===== config.mk =====
export PLATFORM = sky130hd
export DESIGN_NAME = gregorian_to_iso_week_date_flat
export DESIGN_NICKNAME = d
export VERILOG_FILES = /design/src/rtl/core/gtiw_pkg.sv /design/src/rtl/core/gtiw_chan_if.sv /design/src/rtl/core/gregorian_to_iso_week_date.sv /design/src/flat_wrapper.sv
export SDC_FILE = /design/constraint.sdc
export NUM_CORES = 2
export LEC_CHECK = 0
export BUFFER_PORTS_ARGS = -buffer_cell sky130_fd_sc_hd__buf_2
export CAP_MARGIN = 0
export CORE_MARGIN = 2
export CORE_UTILIZATION = 36
export CTS_CLUSTER_SIZE = 25
export DETAILED_ROUTE_END_ITERATION = 12
export PLACE_DENSITY = 0.47
export SYNTH_ARGS = -nofsm -noshare
export SYNTH_HDL_FRONTEND = slang
export SYNTH_SLANG_ARGS = --single-unit

===== constraint.sdc =====
create_clock -name clock -period 8.1 [get_ports clock]
set_input_delay 0.405 -clock clock [delete_from_list [all_inputs] [get_ports clock]]
set_output_delay 0.405 -clock clock [all_outputs]
set_load 0.05 [all_outputs]

===== src/rtl/core/gtiw_pkg.sv =====
package gtiw_pkg;

   // field widths
   localparam int YEAR_W   = 14;
   localparam int MONTH_W  = 4;
   localparam int DAY_W    = 5;
   localparam int WYEAR_W  = 14;
   localparam int WNUM_W   = 6;
   localparam int WDAY_W   = 3;
   localparam int DCOUNT_W = 22;

   localparam int STAGES = 12;
   localparam int NCAND  = 4;

   localparam logic [MONTH_W-1:0] MONTH_MARCH = 4'd3;
   localparam logic [8:0]         DAY_OFFSET  = 9'd62;

   // reciprocals: floor(x / k) = (x * RECIP) >> shift
   localparam logic [14:0] RECIP_100  = 15'd20972;  // shift 21
   localparam logic [14:0] RECIP_400  = 15'd20972;  // shift 23
   localparam logic [15:0] RECIP_YEAR = 16'd45934;  // 400/146097, shift 24
   localparam logic [9:0]  RECIP_100B = 10'd656;    // shift 16
   localparam logic [11:0] RECIP_28   = 12'd2341;   // shift 16
   localparam logic [9:0]  RECIP_7    = 10'd586;    // shift 12
   localparam logic [17:0] DAYS_400Y  = 18'd146097;

   typedef struct packed {
      logic signed [25:0] y1461;
      logic signed [8:0]  cen;
      logic [8:0]         tsum;
   } s1_type;

   typedef struct packed {
      logic signed [23:0] d;
      logic [14:0]        q0;
   } s3_type;

   typedef struct packed {
      logic signed [23:0] d;
      logic [14:0]        q0;
      logic [33:0]        lim;
      logic [31:0]        d400;
   } s4_type;

   typedef struct packed {
      logic signed [23:0] d;
      logic signed [15:0] est;
   } s5_type;

   typedef struct packed {
      logic signed [15:0] iy;
      logic signed [6:0]  q;
   } cy_type;

   typedef struct packed {
      logic signed [6:0] q;
      logic [8:0]        z;
   } cz_type;

   typedef struct packed {
      logic signed [6:0] q;
      logic [8:0]        z;
      logic [10:0]       x;
   } cx_type;

   typedef struct packed {
      logic signed [6:0] q;
      logic [8:0]        z;
      logic [6:0]        f;
   } cf_type;

   typedef struct packed {
      logic signed [23:0]   d;
      logic signed [15:0]   est;
      cy_type [NCAND-1:0]   c;
   } s6_type;

   typedef struct packed {
      logic signed [23:0]   d;
      logic signed [15:0]   est;
      cz_type [NCAND-1:0]   c;
   } s7_type;

   typedef struct packed {
      logic signed [23:0]   d;
      logic signed [15:0]   est;
      cx_type [NCAND-1:0]   c;
   } s8_type;

   typedef struct packed {
      logic signed [23:0]   d;
      logic signed [15:0]   est;
      cf_type [NCAND-1:0]   c;
   } s9_type;

   typedef struct packed {
      logic signed [23:0]             d;
      logic signed [15:0]             est;
      logic signed [NCAND-1:0][23:0]  d0;
   } s10_type;

   typedef struct packed {
      logic [8:0]          diff;
      logic [WYEAR_W-1:0]  wyear;
      logic [DCOUNT_W-1:0] dcount;
   } s11_type;

   typedef struct packed {
      logic [WYEAR_W-1:0]  wyear;
      logic [WNUM_W-1:0]   wnum;
      logic [WDAY_W-1:0]   wday;
      logic [DCOUNT_W-1:0] dcount;
   } out_type;

   // floor(306 * (m + 1) / 10) for the shifted month m (3..15)
   function automatic logic [8:0] month_term(input logic [MONTH_W-1:0] m);
      logic [8:0] t;
      unique case (m)
         4'd3:    t = 9'd122;
         4'd4:    t = 9'd153;
         4'd5:    t = 9'd183;
         4'd6:    t = 9'd214;
         4'd7:    t = 9'd244;
         4'd8:    t = 9'd275;
         4'd9:    t = 9'd306;
         4'd10:   t = 9'd336;
         4'd11:   t = 9'd367;
         4'd12:   t = 9'd397;
         4'd13:   t = 9'd428;
         4'd14:   t = 9'd459;
         4'd15:   t = 9'd489;
         default: t = 9'd0;
      endcase
      return t;
   endfunction

endpackage


===== src/rtl/core/gtiw_chan_if.sv =====
interface gtiw_req_if;
   import gtiw_pkg::*;

   logic               valid;
   logic               ready;
   logic [YEAR_W-1:0]  cal_year;
   logic [MONTH_W-1:0] cal_month;
   logic [DAY_W-1:0]   cal_day;

   modport source (output valid, output cal_year, output cal_month, output cal_day,
                   input ready);
   modport sink   (input valid, input cal_year, input cal_month, input cal_day,
                   output ready);
endinterface

interface gtiw_rsp_if;
   import gtiw_pkg::*;

   logic                valid;
   logic                ready;
   logic [WYEAR_W-1:0]  week_year;
   logic [WNUM_W-1:0]   week_number;
   logic [WDAY_W-1:0]   week_day;
   logic [DCOUNT_W-1:0] day_count;

   modport source (output valid, output week_year, output week_number, output week_day,
                   output day_count, input ready);
   modport sink   (input valid, input week_year, input week_number, input week_day,
                   input day_count, output ready);
endinterface


===== src/rtl/core/gregorian_to_iso_week_date.sv =====
// channel    dir  modport  payload
// req_chan   in   sink     cal_year[13:0] cal_month[3:0] cal_day[4:0]
// rsp_chan   out  source   week_year[13:0] week_number[5:0] week_day[2:0] day_count[21:0]
//
// one date per cycle unless rsp_chan stalls while every stage is full
// each date passes through the twelve register stages of the day count and week-1 monday path
// reset clears only the stage valid bits
// a stage holds only while it and every later stage are full, so bubbles close up
// req_chan.ready is high whenever rsp_chan.ready is high
module gregorian_to_iso_week_date (
   input logic        clock,
   input logic        reset,
   gtiw_req_if.sink   req_chan,
   gtiw_rsp_if.source rsp_chan
);
   import gtiw_pkg::*;

   logic [STAGES-1:0] v_ff, v_in, en;

   s1_type             s1_ff,  s1_in;
   logic signed [23:0] s2_ff,  s2_in;
   s3_type             s3_ff,  s3_in;
   s4_type             s4_ff,  s4_in;
   s5_type             s5_ff,  s5_in;
   s6_type             s6_ff,  s6_in;
   s7_type             s7_ff,  s7_in;
   s8_type             s8_ff,  s8_in;
   s9_type             s9_ff,  s9_in;
   s10_type            s10_ff, s10_in;
   s11_type            s11_ff, s11_in;
   out_type            s12_ff, s12_in;

   // stage moves when rsp_chan is ready or it or any later stage is empty
   for (genvar g = 0; g < STAGES; g++) begin : g_en
      assign en[g] = rsp_chan.ready | ~(&v_ff[STAGES-1:g]);
   end

   assign v_in           = {v_ff[STAGES-2:0], req_chan.valid};
   assign req_chan.ready = en[0];

   always_ff @(posedge clock) begin
      if (reset) begin
         v_ff <= '0;
      end else begin
         for (int i = 0; i < STAGES; i++) begin
            if (en[i]) begin
               v_ff[i] <= v_in[i];
            end
         end
      end
   end

   // stage 1: shifted year and month, year terms, month and day sum
   always_comb begin
      logic                 early;
      logic signed [14:0]   ys;
      logic [MONTH_W-1:0]   m;
      logic [28:0]          p100;
      early = req_chan.cal_month < MONTH_MARCH;
      ys    = $signed({1'b0, req_chan.cal_year}) - (early ? 15'sd1 : 15'sd0);
      m     = early ? req_chan.cal_month + 4'd12 : req_chan.cal_month;
      p100  = 29'(ys[13:0]) * 29'(RECIP_100);
      s1_in.y1461 = 26'(ys) * 26'sd1461;
      s1_in.cen   = ys[14] ? -9'sd1 : $signed(9'(p100[28:21]));
      s1_in.tsum  = month_term(m) + 9'(req_chan.cal_day) - DAY_OFFSET;
   end

   // stage 2: day count
   always_comb begin
      s2_in = 24'(s1_ff.y1461 >>> 2) + 24'(s1_ff.cen >>> 2) - 24'(s1_ff.cen)
            + 24'(s1_ff.tsum);
   end

   // stage 3: year estimate, may be one low
   always_comb begin
      logic [38:0] p;
      p        = 39'(s2_ff[22:0]) * 39'(RECIP_YEAR);
      s3_in.d  = s2_ff;
      s3_in.q0 = p[38:24];
   end

   // stage 4: bound for the estimate correction
   always_comb begin
      s4_in.d    = s3_ff.d;
      s4_in.q0   = s3_ff.q0;
      s4_in.lim  = 34'(DAYS_400Y) * 34'({1'b0, s3_ff.q0} + 16'd1);
      s4_in.d400 = 32'(s4_in.d[22:0]) * 32'd400;
   end

   // stage 5: corrected estimate plus two, or 1 for a negative day count
   always_comb begin
      logic        ge;
      logic [14:0] q;
      ge = {2'b00, s4_ff.d400} >= s4_ff.lim;
      q  = s4_ff.q0 + 15'(ge);
      s5_in.d   = s4_ff.d;
      s5_in.est = s4_ff.d[23] ? 16'sd1 : $signed(16'(q) + 16'd2);
   end

   // stage 6: candidate years and their 400-year cycle
   always_comb begin
      logic signed [15:0] iy;
      logic [29:0]        p;
      s6_in.d   = s5_ff.d;
      s6_in.est = s5_ff.est;
      for (int k = 0; k < NCAND; k++) begin
         iy = s5_ff.est - $signed(16'(k));
         p  = 30'(iy[14:0]) * 30'(RECIP_400);
         s6_in.c[k].iy = iy;
         s6_in.c[k].q  = iy[15] ? -7'sd1 : $signed(p[29:23]);
      end
   end

   // stage 7: year within the cycle
   always_comb begin
      logic signed [15:0] zw;
      s7_in.d   = s6_ff.d;
      s7_in.est = s6_ff.est;
      for (int k = 0; k < NCAND; k++) begin
         zw = s6_ff.c[k].iy - 16'(s6_ff.c[k].q) * 16'sd400;
         s7_in.c[k].q = s6_ff.c[k].q;
         s7_in.c[k].z = zw[8:0];
      end
   end

   // stage 8: century term, floor division gives -1 at the cycle start
   always_comb begin
      logic [18:0] p;
      logic [2:0]  cz;
      s8_in.d   = s7_ff.d;
      s8_in.est = s7_ff.est;
      for (int k = 0; k < NCAND; k++) begin
         p  = 19'(s7_ff.c[k].z - 9'd1) * 19'(RECIP_100B);
         cz = p[18:16];
         s8_in.c[k].q = s7_ff.c[k].q;
         s8_in.c[k].z = s7_ff.c[k].z;
         if (s7_ff.c[k].z == 9'd0) begin
            s8_in.c[k].x = 11'd11;
         end else begin
            s8_in.c[k].x = 11'(s7_ff.c[k].z) * 11'd5 + 11'd7 - 11'({cz, 2'b00});
         end
      end
   end

   // stage 9: divide by 28
   always_comb begin
      logic [22:0] p;
      s9_in.d   = s8_ff.d;
      s9_in.est = s8_ff.est;
      for (int k = 0; k < NCAND; k++) begin
         p = 23'(s8_ff.c[k].x) * 23'(RECIP_28);
         s9_in.c[k].q = s8_ff.c[k].q;
         s9_in.c[k].z = s8_ff.c[k].z;
         s9_in.c[k].f = p[22:16];
      end
   end

   // stage 10: week-1 monday day count
   always_comb begin
      s10_in.d   = s9_ff.d;
      s10_in.est = s9_ff.est;
      for (int k = 0; k < NCAND; k++) begin
         s10_in.d0[k] = 24'(s9_ff.c[k].q) * 24'sd146097 + 24'(s9_ff.c[k].z) * 24'd364
                      + 24'(s9_ff.c[k].f) * 24'd7 + 24'd3;
      end
   end

   // stage 11: first candidate whose week 1 has started
   always_comb begin
      logic signed [23:0] d0;
      logic signed [15:0] cand;
      logic signed [23:0] diff;
      priority if (s10_ff.d >= $signed(s10_ff.d0[0])) begin
         d0   = s10_ff.d0[0];
         cand = s10_ff.est;
      end else if (s10_ff.d >= $signed(s10_ff.d0[1])) begin
         d0   = s10_ff.d0[1];
         cand = s10_ff.est - 16'sd1;
      end else if (s10_ff.d >= $signed(s10_ff.d0[2])) begin
         d0   = s10_ff.d0[2];
         cand = s10_ff.est - 16'sd2;
      end else begin
         d0   = s10_ff.d0[3];
         cand = s10_ff.est - 16'sd3;
      end
      diff = s10_ff.d - d0;
      s11_in.diff   = diff[8:0];
      s11_in.wyear  = cand[WYEAR_W-1:0];
      s11_in.dcount = s10_ff.d[DCOUNT_W-1:0];
   end

   // stage 12: week and weekday
   always_comb begin
      logic [18:0] p;
      logic [5:0]  wk;
      logic [8:0]  wd;
      p  = 19'(s11_ff.diff) * 19'(RECIP_7);
      wk = p[17:12];
      wd = s11_ff.diff - 9'(wk) * 9'd7 + 9'd1;
      s12_in.wyear  = s11_ff.wyear;
      s12_in.wnum   = wk + 6'd1;
      s12_in.wday   = wd[WDAY_W-1:0];
      s12_in.dcount = s11_ff.dcount;
   end

   always_ff @(posedge clock) begin
      if (en[0])  s1_ff  <= s1_in;
      if (en[1])  s2_ff  <= s2_in;
      if (en[2])  s3_ff  <= s3_in;
      if (en[3])  s4_ff  <= s4_in;
      if (en[4])  s5_ff  <= s5_in;
      if (en[5])  s6_ff  <= s6_in;
      if (en[6])  s7_ff  <= s7_in;
      if (en[7])  s8_ff  <= s8_in;
      if (en[8])  s9_ff  <= s9_in;
      if (en[9])  s10_ff <= s10_in;
      if (en[10]) s11_ff <= s11_in;
      if (en[11]) s12_ff <= s12_in;
   end

   assign rsp_chan.valid       = v_ff[STAGES-1];
   assign rsp_chan.week_year   = s12_ff.wyear;
   assign rsp_chan.week_number = s12_ff.wnum;
   assign rsp_chan.week_day    = s12_ff.wday;
   assign rsp_chan.day_count   = s12_ff.dcount;

endmodule


===== src/flat_wrapper.sv =====
// flat-port wrapper written by rule: the top's interface ports become plain ports
module gregorian_to_iso_week_date_flat import gtiw_pkg::*;
  (clock, reset, req_chan_valid, req_chan_cal_year, req_chan_cal_month, req_chan_cal_day, req_chan_ready, rsp_chan_valid, rsp_chan_week_year, rsp_chan_week_number, rsp_chan_week_day, rsp_chan_day_count, rsp_chan_ready);
  gtiw_req_if req_chan_i ();
  gtiw_rsp_if rsp_chan_i ();
  input logic clock;
  input logic reset;
  input wire logic [$bits(req_chan_i.valid)-1:0] req_chan_valid;
  input wire logic [$bits(req_chan_i.cal_year)-1:0] req_chan_cal_year;
  input wire logic [$bits(req_chan_i.cal_month)-1:0] req_chan_cal_month;
  input wire logic [$bits(req_chan_i.cal_day)-1:0] req_chan_cal_day;
  output wire logic [$bits(req_chan_i.ready)-1:0] req_chan_ready;
  output wire logic [$bits(rsp_chan_i.valid)-1:0] rsp_chan_valid;
  output wire logic [$bits(rsp_chan_i.week_year)-1:0] rsp_chan_week_year;
  output wire logic [$bits(rsp_chan_i.week_number)-1:0] rsp_chan_week_number;
  output wire logic [$bits(rsp_chan_i.week_day)-1:0] rsp_chan_week_day;
  output wire logic [$bits(rsp_chan_i.day_count)-1:0] rsp_chan_day_count;
  input wire logic [$bits(rsp_chan_i.ready)-1:0] rsp_chan_ready;
  assign req_chan_i.valid = req_chan_valid;
  assign req_chan_i.cal_year = req_chan_cal_year;
  assign req_chan_i.cal_month = req_chan_cal_month;
  assign req_chan_i.cal_day = req_chan_cal_day;
  assign req_chan_ready = req_chan_i.ready;
  assign rsp_chan_valid = rsp_chan_i.valid;
  assign rsp_chan_week_year = rsp_chan_i.week_year;
  assign rsp_chan_week_number = rsp_chan_i.week_number;
  assign rsp_chan_week_day = rsp_chan_i.week_day;
  assign rsp_chan_day_count = rsp_chan_i.day_count;
  assign rsp_chan_i.ready = rsp_chan_ready;
  gregorian_to_iso_week_date u_core (.clock(clock), .reset(reset), .req_chan(req_chan_i), .rsp_chan(rsp_chan_i));
endmodule

## Word-level counts from Yosys, hierarchy flattened

Memory sizes are Yosys's and may differ from the RTL's.
Cells that the tools add are included.

- Flip-flop bits (word level): 940
- Memories kept: 1
- ROM bits: 144
- Output and inout bits: 47

- Reduce and logical (&&, ||, !) cells: 15
- $lt $le $gt $ge: 5
- Muxes and demuxes: 9
- $add $sub $neg: 48
- Bitwise gates (word level): 24
- $mul: 39

Memory list:

| memory | depth | bits a word | rd ports | clocked after Yosys merged registers in | wr ports | line | RTL |
|---|---|---|---|---|---|---|---|
| (name not given) | 16 | 9 | 1 | 0 | 0 | gtiw_pkg.sv:118 | `unique case (m)` |

Operator list:

| kind | number |
|---|---|
| 15-bit by 13-bit multiplier with 28-bit output, second input constant | 4 |
| 11-bit by 12-bit multiplier with 23-bit output, second input constant | 4 |
| 19-bit by 6-bit multiplier with 15-bit output, second input constant | 4 |
| 24-bit by 10-bit adder with 24-bit output | 3 |
| 24-bit by 18-bit adder with 24-bit output | 3 |
| 24-bit by 2-bit adder with 24-bit output, second input constant | 3 |
| 24-bit greater-or-equal comparator | 3 |
| 7-bit by 19-bit multiplier with 24-bit output, second input constant | 3 |
| 9-bit by 7-bit multiplier with 16-bit output, second input constant | 3 |
| 9-bit subtractor | 5 |
| 11-bit by 3-bit adder with 11-bit output, second input constant | 4 |
| 9-bit by 3-bit multiplier with 11-bit output, second input constant | 4 |
| 11-bit by 5-bit subtractor with 11-bit output | 4 |
| 14-bit 2-to-1 mux | 3 |
| 9-bit by 1-bit subtractor with 10-bit output, second input constant | 4 |
| 23-bit by 15-bit multiplier with 38-bit output, second input constant | 1 |
| 9-bit zero test | 4 |
| 9-bit 2-to-1 mux | 4 |
| 32-bit by 34-bit greater-or-equal comparator with 1-bit output | 1 |
| 18-bit by 34-bit multiplier with 34-bit output, first input constant | 1 |
| 16-bit by 3-bit subtractor with 16-bit output, second input constant | 2 |
| 7-bit by 3-bit multiplier with 10-bit output, second input constant | 3 |
| 23-bit by 5-bit multiplier with 28-bit output, second input constant | 1 |
| 7-bit by 6-bit multiplier with 5-bit output, second input constant | 4 |
| 41 further kinds | 65 |

## Logic depth before layout (Yosys ltp)

- Depth in word-level cells: 5
- Gate-level depth with buffers: 35

## Least setup slack after synthesis

OpenSTA, ideal clock, no wires.

- Path kind: register to register
- Start: reg u_core.v_ff[11]
- End: reg u_core.s4_ff[100] (netlist bit), enable pin
- Stages on the path, launching flop included: 7
- Arrival time: 6,397 ps
- Clock period less this slack: 7,313 ps
- Path slack: 787 ps
- Path buffers: 0
- Cell sequence: dfxtp_1 -> nor2b_1 -> and3_1 -> and3_1 -> nand3_1 -> nor2_1 -> nand2_1

- Cells in the longest elaborated chain, start to end: 3

RTL lines:

| item | line | RTL |
|---|---|---|
| start: declaration | gregorian_to_iso_week_date.sv:18 | `logic [STAGES-1:0] v_ff, v_in, en;` |
| start signal: indexed assignment | gregorian_to_iso_week_date.sv:47 | `v_ff[i] <= v_in[i];` |
| 9-bit AND reduction | gregorian_to_iso_week_date.sv:35 | `assign en[g] = rsp_chan.ready \| ~(&v_ff[STAGES-1:g]);` |
| 1-bit NOT | gregorian_to_iso_week_date.sv:35 |  |
| 1-bit bitwise OR | gregorian_to_iso_week_date.sv:35 |  |
| via u_core.en[3] | gregorian_to_iso_week_date.sv:18 |  |
| end signal: assignment | gregorian_to_iso_week_date.sv:210 | `if (en[3]) s4_ff <= s4_in;` |
| end: declaration | gregorian_to_iso_week_date.sv:23 | `s4_type s4_ff, s4_in;` |

The timed path passes the listed nets, and every way through them passes these cells.
A chain may end at the register's enable or synchronous reset.

==> flow_summary.ini <==
[sta]
final_min_period_over_clock_period_pct = 94.5
max-slew-margin-rel_pct = 20.4
final-max-slew-violation-count = 0
hold_viol = 0
timing.setup.tns_ns = 0
worst_max_slew_pin_slew_ns = 1.18
final.hold.worst_slack_ns = 0.0858
setup-violations-final = 0
rsz_0062_raised_after_global_routing = false
final.min_clock_period_ns = 7.65
setup_skew_after_layout_ns = 0.0551
maxClockFrequency_ghz = 0.131

[route]
drt-wirelength-per-cell_um = 17.4
dr.first_iter.drc_count = 2120
post_drt_via_cell_ratio = 4.65
routed-via-count = 59000
wirelength_mm = 221
antenna_violating_nets_post_route = 0
detail_route.drc_violations = 0
firstDrtPassIters = 5

[place]
dpl.hpwl_mm = 189
cell_area_after_placement_um2 = 104000
buffers_added_on_ports = 73
finalWeightedCongestion = 0.830

[logic_synthesis]
ys_warn_count = 0
synth.top_cells.by_area = edfxtp_1 27%, ha_1 26%, fa_1 22%, inv_1 8.7%, xnor2_1 3.5%
async_reset_ff_share_pct = 0
synth_cell_type_count = 79
synthFlopType = edfxtp_1
synth_top_cell_by_area = edfxtp_1
synth_seq_cells = 911
syn_std_cell_area_um2 = 98200
postSynthNetCount = 11900
synth_cells = 8728
synth_top_cell_area_share_pct = 27.5
number_of_enable_type_register_cells_in_the_synthesized_netlist = 899
synth.avg_cell_area_um2 = 11.3
synth-seq-area-share_pct = 27.7

[floorplanning]
dieWidth_um = 526
fp.coreArea_um2 = 271000
design.die.area_um2 = 277000
starting_density_of_the_core_pct = 36.3
ios = 74
fp.dieH_um = 526
floorplan.rows = 191

[hold_path]
hold_path.startpoint = rsp_chan_ready
worst_hold_path_type = in2reg
worst_hold_path.num_cells = 4
hold_path_end = u_core.v_ff[11]$_SDFFE_PP0P_

[worst_setup_path]
crit_buf_inv = 5
r2r-end = u_core.s10_ff[71]$_DFFE_PP_
r2r-start = u_core.s9_ff[55]$_DFFE_PP_
critical_path.most_common_cell = ha_1
r2r_slack_ns = 0.45
crit_type = reg2reg
timing.critical_path.max_delay_family = adder cells
critical_path_peak_fanout = 4
timing.reg2reg.worst_path_depth = 30
cp_slowest_stage_delay_ns = 0.53
cp.arrival_ns = 8.16
critical_path_required_ns = 8.60
end_kind = flop
start_kind = flop
critical_path.slowest_cell = fa_1

[flow_run]
max_cap_viol_count = 0

[global_route]
grt_max_degree = 95
antenna_found_initial = 6
grt_remaining_overflow = 0
grt_pass1_vias = 64300
grt_util_all_layers_pct = 16.4
global_route_wire_length_before_repair_mm = 357

[cts]
cts_buffers = 110
clock_sinks = 911
cts_tree = yes
worstSkewPairLatency_ns = 0.75
cts_htree_levels = 3
postCtsSetupRepairBufs = 0
root_buffer = clkbuf_16
clk_transition_reported_paths_ns = 0.06
cts_max_path_buffers = 3

[finish]
fill_cell_instance_count_of_the_final_layout = 26400
area_growth_syn_to_layout_pct = 9.70
post-route-cell-area_um2 = 108000
num-nets-final = 12200
post_route_cells_drive_above_1_share_pct = 4.67

[status]
run_status = finished, final reports clean
## cell families (layout without fill, tap and decap cells)
kind of cell / Yosys count / in the layout / synth area share (%)
compound gates: 873 / 873 / 5.80
xor+xnor: 521 / 521 / 4.64
mux: 33 / 33 / 0.345
simple gates: 978 / 978 / 4.89
buf+inv: 2290 / 2666 / 8.76
flops: 911 / 911 / 27.7
other cells: 0 / 2 / 0
fa+ha+maj: 3122 / 3122 / 47.8
## cell usage in the layout (no fill, tap or decap), drive strengths merged, types with 57 or more instances in the layout
cell	count
fa	1056
o21a	57
xnor2	392
buf	185
xor2	129
inv	2284
nand3	93
ha	2066
nor3	87
nand2	196
a21o	161
nor2	280
clkbuf	130
o21ai	167
edfxtp	899
a21oi	234
## metal layers
layer | share of wire (%) | track usage [%] | vias to the layer above
met1 | 45 | 21.0 | 29100
li1 | - | - | 29200
met2 | 51 | 29.9 | 468
met5 | 0 | 0 | -
met4 | 2.1 | 3.38 | 0
met3 | 1.9 | 1.47 | 205
## worst min-delay path, cell delays in order
cell,delay [ns]
buf_2,0.10
nor2b_1,0.10
nor2_1,0.11
nor2_1,0.05
## per-stage QoR
step / worst slack, ns / utilization, % / cells
final: 0.445 / 39.8 / 12700
after global routing: 0.0209 / 39.8 / 12700
after CTS: 0.225 / 39.8 / 12700
after detailed placement: 0.233 / 38.3 / 12500
after global placement: 0.269 / 38.3 / 12500
after floorplan: 0.787 / - / 8728
## synth_stat cells, types with 17 or more instances
cell type / count
a31oi_1: 24
xor2_1: 129
a21boi_0: 19
o21a_1: 57
nor2b_1: 52
xnor2_1: 392
and3_1: 40
nand3_1: 93
fa_1: 1056
nand4_1: 46
and2_1: 24
inv_1: 2273
a21oi_1: 233
edfxtp_1: 899
nand2b_1: 51
ha_1: 2066
o21ai_0: 165
nor3_1: 87
a211oi_1: 33
nand2_1: 195
a21o_1: 161
mux2i_1: 28
nor2_1: 279
or2_2: 22
o21bai_1: 44
o31ai_1: 17
or3_1: 36
## area by class of cell
| cell class | count | area [µm²] | area share (%) |
|---|---|---|---|
| clock buffers | 130 | 2830 | 2.62 |
| flip-flops and latches | 911 | 27200 | 25.3 |
| clock inverters | 76 | 993 | 0.922 |
| inverters | 2273 | 8540 | 7.92 |
| diodes | 2 | 5.00 | 0.00464 |
| multi-input cells | 5527 | 62500 | 58.0 |
| repair buffers | 187 | 1230 | 1.14 |
| well taps | 3570 | 4470 | 4.14 |
## flip-flops by register name, indices dropped and copies added (netlist names), 40 cells and up
register,cells
u_core.s11_ff,45
u_core.s6_ff,91
u_core.s5_ff,40
u_core.s10_ff,119
u_core.s7_ff,96
u_core.s8_ff,138
u_core.s4_ff,98
u_core.s1_ff,42
u_core.s9_ff,88
## how the worst max path moves through the flow
stage / startpoint / end / slack, ns / cells past startpoint
CTS: u_core.s9_ff[57]$_DFFE_PP_ / u_core.s10_ff[70]$_DFFE_PP_ / 0.22 / 30
global placement: u_core.s9_ff[54]$_DFFE_PP_ / u_core.s10_ff[70]$_DFFE_PP_ / 0.27 / 30
detailed placement: u_core.s9_ff[55]$_DFFE_PP_ / u_core.s10_ff[70]$_DFFE_PP_ / 0.23 / 30
finish: u_core.s9_ff[55]$_DFFE_PP_ / u_core.s10_ff[71]$_DFFE_PP_ / 0.45 / 30
floorplan: u_core.v_ff[11]$_SDFFE_PP0P_ / u_core.s4_ff[100]$_DFFE_PP_ / 0.79 / 6
global route: u_core.s9_ff[53]$_DFFE_PP_ / u_core.s10_ff[23]$_DFFE_PP_ / 0.02 / 30
## timing repair
action,CTS,global route
hold buffers,2,0
endpoints found under the hold margin,2,0
setup endpoints to repair,0,6
resized for setup,0,11
Power is left out: the tool's default activity adds up to more than one toggle a clock period on the data nets, which glitch-free logic cannot reach.
